==> src/rtl/linear_probe_hash_table_core_macros.svh <==
// Assertion macros shared by the hash table RTL.
`ifndef LINEAR_PROBE_HASH_TABLE_CORE_MACROS_SVH
`define LINEAR_PROBE_HASH_TABLE_CORE_MACROS_SVH

// Same-cycle implication, checked outside reset.
`define LPHT_ASSERT_NOW(label, clk, rst_n, ante, cons) \
    label: assert property (@(posedge clk) disable iff (!rst_n) (ante) |-> (cons)) \
        else $error("hash table check failed (same cycle)");

// Next-cycle implication, checked outside reset.
`define LPHT_ASSERT_NEXT(label, clk, rst_n, ante, cons) \
    label: assert property (@(posedge clk) disable iff (!rst_n) (ante) |=> (cons)) \
        else $error("hash table check failed (next cycle)");

`endif

==> src/rtl/lpht_pkg.sv <==
// Types, constants and helpers of the linear probing hash table.
`default_nettype none
package lpht_pkg;

    localparam int SLOTS      = 1024;
    localparam int VALUE_BITS = 32;
    localparam int IDX_W      = (SLOTS > 2) ? $clog2(SLOTS) : 1;
    localparam int CNT_W      = $clog2(SLOTS + 1);
    localparam bit SLOTS_POW2 = ((SLOTS & (SLOTS - 1)) == 0);

    localparam logic [63:0] MIX_C1 = 64'hbf58476d1ce4e5b9;
    localparam logic [63:0] MIX_C2 = 64'h94d049bb133111eb;

    localparam logic [1:0] KIND_FIND   = 2'd0;
    localparam logic [1:0] KIND_INSERT = 2'd1;
    localparam logic [1:0] KIND_REMOVE = 2'd2;
    // Unused code; behaves as a find.
    localparam logic [1:0] KIND_SPARE  = 2'd3;

    localparam logic [1:0] STATUS_DONE     = 2'd0;
    localparam logic [1:0] STATUS_NOTFOUND = 2'd1;
    localparam logic [1:0] STATUS_FULL     = 2'd2;

    typedef logic [IDX_W-1:0]      t_idx;
    typedef logic [CNT_W-1:0]      t_cnt;
    typedef logic [VALUE_BITS-1:0] t_value;

    typedef struct packed {
        logic [1:0]  kind;
        logic [63:0] key;
        logic [31:0] value;
    } t_in_word;

    typedef struct packed {
        logic        hit;
        logic [31:0] old_value;
        logic [1:0]  status;
        logic [10:0] entry_count;
    } t_out_word;

    typedef struct packed {
        logic        valid;
        logic [63:0] key;
        t_value      value;
    } t_slot;

    typedef enum logic [1:0] {
        M_IDLE,
        M_MUL,
        M_MOD
    } t_mix_state;

    typedef enum logic [2:0] {
        S_CLEAR,
        S_IDLE,
        S_HASH,
        S_PRD,
        S_PCHK,
        S_WALK_RD,
        S_WALK_CHK,
        S_FIN
    } t_state;

    function automatic t_idx next_slot(input t_idx i);
        return (i == IDX_W'(SLOTS - 1)) ? '0 : i + IDX_W'(1);
    endfunction

endpackage
`default_nettype wire

==> src/rtl/lpht_mix.sv <==
// Multi-cycle splitmix64 finalizer and home slot reduction.
`default_nettype none
module lpht_mix (
    input  wire logic            i_clk,
    input  wire logic            i_rst_n,
    input  wire logic            i_start,
    input  wire logic [63:0]     i_key,
    output logic                 o_done,
    output lpht_pkg::t_idx       o_home
);

    localparam int REM_W = lpht_pkg::IDX_W + 4;

    lpht_pkg::t_mix_state r_state, n_state;
    logic [63:0]          r_x;
    logic [63:0]          r_acc;
    logic [1:0]           r_part;
    logic                 r_round;
    logic [3:0]           r_bits;
    lpht_pkg::t_idx       r_rem;

    logic [63:0]          konst;
    logic [31:0]          mul_a;
    logic [31:0]          mul_b;
    logic [63:0]          prod;
    logic [63:0]          y;
    logic [REM_W-1:0]     rem_acc;
    lpht_pkg::t_idx       rem_next;

    // One shared 32x32 multiplier; low 64 bits of the product come from three parts.
    assign konst = r_round ? lpht_pkg::MIX_C2 : lpht_pkg::MIX_C1;
    assign mul_a = (r_part == 2'd2) ? r_x[63:32] : r_x[31:0];
    assign mul_b = (r_part == 2'd1) ? konst[63:32] : konst[31:0];
    assign prod  = 64'(mul_a) * 64'(mul_b);
    assign y     = r_acc ^ (r_acc >> 31);

    // Fold in one nibble a cycle; shifted compare and subtract keeps the remainder below SLOTS.
    always_comb begin
        rem_acc = {r_rem, r_x[63:60]};
        for (int b = 3; b >= 0; b--) begin
            if (rem_acc >= (REM_W'(lpht_pkg::SLOTS) << b)) begin
                rem_acc = rem_acc - (REM_W'(lpht_pkg::SLOTS) << b);
            end
        end
        rem_next = lpht_pkg::IDX_W'(rem_acc);
    end

    always_ff @(posedge i_clk) begin
        if (!i_rst_n) begin
            r_state <= lpht_pkg::M_IDLE;
        end else begin
            r_state <= n_state;
        end
    end

    always_comb begin
        n_state = r_state;
        unique case (r_state)
            lpht_pkg::M_IDLE: begin
                if (i_start) n_state = lpht_pkg::M_MUL;
            end
            lpht_pkg::M_MUL: begin
                if (r_part == 2'd3 && r_round) begin
                    n_state = lpht_pkg::SLOTS_POW2 ? lpht_pkg::M_IDLE : lpht_pkg::M_MOD;
                end
            end
            lpht_pkg::M_MOD: begin
                if (r_bits == 4'd15) n_state = lpht_pkg::M_IDLE;
            end
            default: n_state = lpht_pkg::M_IDLE;
        endcase
    end

    always_ff @(posedge i_clk) begin
        if (!i_rst_n) begin
            o_done <= 1'b0;
        end else begin
            o_done <= ((r_state == lpht_pkg::M_MUL) && (r_part == 2'd3) && r_round &&
                       lpht_pkg::SLOTS_POW2) ||
                      ((r_state == lpht_pkg::M_MOD) && (r_bits == 4'd15));
            case (r_state)
                lpht_pkg::M_IDLE: begin
                    if (i_start) begin
                        r_x     <= i_key ^ (i_key >> 30);
                        r_part  <= 2'd0;
                        r_round <= 1'b0;
                    end
                end
                lpht_pkg::M_MUL: begin
                    r_part <= r_part + 2'd1;
                    case (r_part) inside
                        2'd0: r_acc <= prod;
                        2'd1, 2'd2: r_acc <= r_acc + {prod[31:0], 32'h0};
                        default: begin
                            if (!r_round) begin
                                r_x     <= r_acc ^ (r_acc >> 27);
                                r_round <= 1'b1;
                            end else if (lpht_pkg::SLOTS_POW2) begin
                                o_home <= y[lpht_pkg::IDX_W-1:0];
                            end else begin
                                r_x    <= y;
                                r_rem  <= '0;
                                r_bits <= '0;
                            end
                        end
                    endcase
                end
                lpht_pkg::M_MOD: begin
                    r_rem  <= rem_next;
                    r_x    <= {r_x[59:0], 4'h0};
                    r_bits <= r_bits + 4'd1;
                    if (r_bits == 4'd15) begin
                        o_home <= rem_next;
                    end
                end
                default: ;
            endcase
        end
    end

endmodule
`default_nettype wire

==> config.mk <==
export PLATFORM = sky130hd
export DESIGN_NAME = lpht_mix
export DESIGN_NICKNAME = d
export VERILOG_FILES = /design/src/rtl/linear_probe_hash_table_core_macros.svh /design/src/rtl/lpht_pkg.sv /design/src/rtl/lpht_mix.sv
export SDC_FILE = /design/constraint.sdc
export NUM_CORES = 2
export LEC_CHECK = 0
export BUFFER_PORTS_ARGS = -buffer_cell sky130_fd_sc_hd__buf_2
export CAP_MARGIN = 20
export CORE_ASPECT_RATIO = 0.5
export CORE_MARGIN = 1
export CORE_UTILIZATION = 65
export CTS_CLUSTER_DIAMETER = 150
export DETAILED_ROUTE_END_ITERATION = 8
export PLACE_DENSITY = 0.85
export SLEW_MARGIN = 15
export SYNTH_ARGS = -nofsm -noshare
export SYNTH_HDL_FRONTEND = slang
export SYNTH_SLANG_ARGS = --single-unit
==> constraint.sdc <==
create_clock -name i_clk -period 12.15 [get_ports i_clk]
set_input_delay 3.0375 -clock i_clk [delete_from_list [all_inputs] [get_ports i_clk]]
set_output_delay 3.0375 -clock i_clk [all_outputs]
set_load 0.03 [all_outputs]
* Word level (Yosys, flattened, before mapping)
Cells that the tools add are included.
Word-level totals: word-level logic and storage cells 85, register bits after elaboration 158, output and inout bits 11, bits of input ports 67
Operators by class: multiplexer cells 29, equal/unequal tests 13, bitwise operators 3, $mul 1, add/sub/neg operators 7, $lt $le $gt $ge 4, reductions and logical operators 19
Operators by type and width (number):
- 64-bit two-way mux | 6
- 64-bit one-hot mux with 3 select lines | 1
- 64-bit adder | 1
- 32-bit by 32-bit multiplier with 64-bit output | 1
- 32-bit two-way mux | 2
- 64-bit by 34-bit bitwise XOR with 64-bit output | 1
- 64-bit by 37-bit bitwise XOR with 64-bit output | 1
- 62-bit two-way mux | 1
- 10-bit two-way mux | 5
- 14-bit two-way mux | 3
- 10-bit one-hot mux with 2 select lines | 1
- 14-bit by 11-bit greater-or-equal comparator with 1-bit output, second input constant | 1
- 14-bit by 12-bit greater-or-equal comparator with 1-bit output, second input constant | 1
- 14-bit by 13-bit greater-or-equal comparator with 1-bit output, second input constant | 1
- 14-bit greater-or-equal comparator, second input constant | 1
- 2-bit != test, second input constant | 7
- 14-bit by 12-bit subtractor with 14-bit output, second input constant | 1
- 14-bit by 13-bit subtractor with 14-bit output, second input constant | 1
- 14-bit subtractor, second input constant | 1
- 6-bit AND reduction | 2
- 10-bit by 1-bit subtractor with 10-bit output, second input constant | 1
- 10-bit bitwise XOR | 1
- 3-bit AND reduction | 3
- 2-bit two-way mux | 4
- 17 further kinds | 28

* Logic depth before layout (Yosys ltp)
depth in word-level cells 10, gate-level depth with buffers 42, mapped depth without buffers 38

* Least setup slack after synthesis
No wires, ideal clock.
kind reg2reg, start point register r_part[0], end point register r_acc[62], data pin, path slack 2.376 ns, library setup time 0.152 ns, period minus slack after synthesis 9.774 ns, path buffers 4, cell stages (with the launch flop) 39, required time 11.998 ns, data arrival time 9.623 ns, cell sequence edfxtp_1 inv_1 ha_1 clkbuf_1 buf_2 mux2i_1 inv_1 nand2_1 or2_2 o21ai_0 fa_1 fa_1 fa_1 inv_1 fa_1 inv_1 fa_1 inv_1 [... 3 more ...] fa_1 ha_1 clkbuf_1 and3_1 nand2_1 o221ai_1 a21oi_1 o31ai_4 xor2_1 ha_1 clkbuf_1 a21o_1 a21oi_1 nor3b_1 a211oi_1 o22ai_1 mux2_2 a31oi_1
On the way: longest elaborated chain between the ends 6, elaborated cells on any way between the ends 9, classes of those cells add/sub: 1; mul: 1; eq/ne: 2; mux: 4; reduce/logical: 1
RTL lines:
- start: declaration | line lpht_mix.sv:17 | logic [1:0] r_part;
- start signal: assignment | line lpht_mix.sv:90 | r_part <= r_part + 2'd1;
- 2-bit == test or 2-bit by 1-bit == test with 1-bit output (tied branches) | line lpht_mix.sv:32, lpht_mix.sv:33
- 32-bit two-way mux (on tied branches) | line lpht_mix.sv:32, lpht_mix.sv:33
- 32-bit by 32-bit multiplier with 64-bit output | line lpht_mix.sv:34 | assign prod = 64'(mul_a) * 64'(mul_b);
- 64-bit adder | line lpht_mix.sv:93 | 2'd1, 2'd2: r_acc <= r_acc + {prod[31:0], 32'h0};
- 64-bit two-way mux | line lpht_mix.sv:91 | case (r_part) inside
- 64-bit two-way mux (*) | line lpht_mix.sv:91
- end signal: assignment | line lpht_mix.sv:92 | 2'd0: r_acc <= prod;
- end signal: assignment | line lpht_mix.sv:93
- end: declaration | line lpht_mix.sv:16 | logic [63:0] r_acc;
Mark *: on every way between the ends. The rest lies on a longest branch, timed or not. The select of a mux whose other input is x is not followed. A chain may end at the register's enable or synchronous reset.

* Final worst setup path
start point register r_part[0], end point register r_acc[63], data pin
The elaborated chain is that of the path after synthesis.

==> results.sh <==
export IMPL_setup_tns_final_ns=0
export IMPL_die_h_um=172
export IMPL_drc=0
export IMPL_cp_arrival_ns=11.88
export IMPL_cp_required_ns=12.44
export IMPL_h_tree_depth=4
export IMPL_clk_pin_slew_ns=0.06
export IMPL_drive_above_1_share_pct=5.87
export IMPL_routed_wl_um=133000
export IMPL_ctsHoldBuffers=0
export IMPL_worst_clock_skew_ns=0.0111
export IMPL_slew_violations=0
export IMPL_core_area_um2=56300
export IMPL_grt_setup_unrepaired="no"
export IMPL_synth_cell_types=76
export IMPL_max_stage_delay_ns=0.75
export IMPL_postRouteAntennaNets=0
export IMPL_critPathSlowestCell="xnor2_1"
export IMPL_finalSetupViolCount=0
export IMPL_crit_path_frequent_cell="inv_1"
export IMPL_clk_path_buf_depth=2
export IMPL_cts_buffers=17
export IMPL_grt_pass1_wl_um=194000
export IMPL_fin_crit_sh_pct=95.4
export IMPL_synth_flop_cell="edfxtp_1"
export IMPL_first_pass_iters=7
export IMPL_clock_fmax_ghz=0.0863
export IMPL_num_rows=61
export IMPL_syn_inst=3801
export IMPL_dp_hpwl_um=116000
export IMPL_worstPathMaxFanout=15
export IMPL_worstSkewPairLatency_ns=0.45
export IMPL_die_area_um2=58900
export IMPL_cts_tree="built"
export IMPL_slew_headroom_pct=20.4
export IMPL_grt_start_max_net_pins=104
export IMPL_hp_class="reg2reg"
export IMPL_ys_async_sr_fraction_pct=0
export IMPL_worstMarginPinSlew_ns=1.19
export IMPL_ys_ff_latch=143
export IMPL_cts_root_buf="clkbuf_16"
export IMPL_path_class="reg2reg"
export IMPL_min_period_ns=11.59
export IMPL_finalNetCount=5096
export IMPL_cp_end_kind="flip-flop"
export IMPL_synth_edf_count=141
export IMPL_drtIter0Drc=3858
export IMPL_synth_area_um2=37600
export IMPL_syn_nets=5061
export IMPL_cap_viol_max_count=0
export IMPL_final_cell_mix="inv_1 (952), fa_1 (823), ha_1 (367)"
export IMPL_start_util_pct=66.7
export IMPL_hold_viol=0
export IMPL_ys_seq_area_share_pct=11.4
export IMPL_avgSynthCellArea_um2=9.89
export IMPL_area_delta_synth_final_pct=5.07
export IMPL_post_cts_buffers=0
export IMPL_grt_pass1_vias=29600
export IMPL_outcome="completed"
export IMPL_gp_congestion=1.14
export IMPL_port_buffers=77
export IMPL_overflow=0
export IMPL_vias_per_cell=6.21
export IMPL_clock_sinks=143
export IMPL_track_usage_pct=46.9
export IMPL_cts_resized=0
export IMPL_wire_per_inst_um=28.9
export IMPL_antenna_found_initial=6
export IMPL_cp_start_kind="flip-flop"
export IMPL_fp_dieW_um=342
export IMPL_num_io_pins=78
export IMPL_vias=28600
export IMPL_yosysWarnings=0
export IMPL_final_common_cell="inv_1"
[layer usage]
metal	up-vias	global-route usage [%]	part of all wire, %
met3	345	25.7	19
met5	-	0	0.047
met4	6	14.9	3.8
li1	11800	-	-
met2	2190	63.3	39
met1	14300	64.0	39
[Yosys cell counts, types with 4 or more instances]
cell type,count,area [um2]
a21o_1,55,413
mux2_2,47,529
xnor2_1,82,718
a21boi_0,4,30.0
or3_1,10,62.6
o211ai_1,6,45.0
nor2b_1,17,106
or2_2,7,43.8
clkbuf_1,88,330
fa_1,823,16500
nand2_1,236,886
nand4_1,24,150
o21a_1,16,120
edfxtp_1,141,4230
buf_1,6,22.5
mux2i_1,29,290
and2_1,46,288
o21bai_1,22,165
xor2_1,74,648
o21ai_0,111,556
buf_2,6,30.0
a41oi_1,5,43.8
nor2_1,303,1140
o22ai_1,16,100
nand3_1,20,100
a211oi_1,21,158
a21oi_1,119,596
ha_1,370,4630
a31oi_1,12,75.1
inv_1,952,3570
nor3_1,20,100
and4_1,4,35.0
nand2b_1,35,219
and3_1,9,56.3
[flip-flops by register name (all words and copies together) (netlist names)]
name / count
r_round: 1
r_acc: 64
r_state: 1
o_home: 10
o_done: 1
r_part: 2
r_x: 64
[critical path, delay by kind of cell (launching register included)]
kind            cells  cell delay [ns]
buf+inv             6             0.69
simple gates        3             0.72
mux                 2             0.69
xor+xnor            2             0.99
compound gates     12             3.10
fa+ha+maj          11             4.66
flops               1             0.52
[final cells by class]
type / instances / area [um2]
timing repair buffer: 117 / 686
antenna: 1 / 2.50
clock buffer: 18 / 429
tap: 756 / 946
fill: 4341 / 16800
clock inverter: 14 / 183
inverter: 954 / 3580
multi-input combinational: 2603 / 29400
sequential: 143 / 4280
[cells by family after synthesis]
group,share of synthesized area (%)
muxes,2.18
AOI/OAI and AO/OA,7.34
adders and majority gates,56.1
xor gates and xnor gates,3.70
buffers and inverters,10.6
and+or+nand+nor,8.71
DFF,11.4
[stage by stage]
stage / worst slack (ns) / std cells / utilization [%] / area, um2 / hold slack (ns)
finish: 0.560 / 4606 / 70.1 / 39500 / 0.518
CTS: 1.06 / 4605 / 70.1 / 39500 / 0.515
global placement: 1.32 / 4573 / 69.0 / 38900 / 0.497
floorplan: 2.38 / 3801 / - / 37600 / 0.406
detailed placement: 1.11 / 4573 / 69.0 / 38900 / 0.502
global route: 0.345 / 4605 / 70.1 / 39500 / 0.530
[path summary, 6_finish.rpt]
check / startpoint / end / slack (ns) / cells after the start
worst max-delay path: r_part[0] / r_acc[63] / 0.56 / 36
worst min-delay path: r_state[0] / r_round / 0.52 / 0
worst max register to register: r_part[0] / r_acc[63] / 0.56 / 36
worst min register to register: r_state[0] / r_round / 0.52 / 0
Power is not shown: default switching activity piles up to over one toggle a cycle in this logic, so the estimate is an artifact.
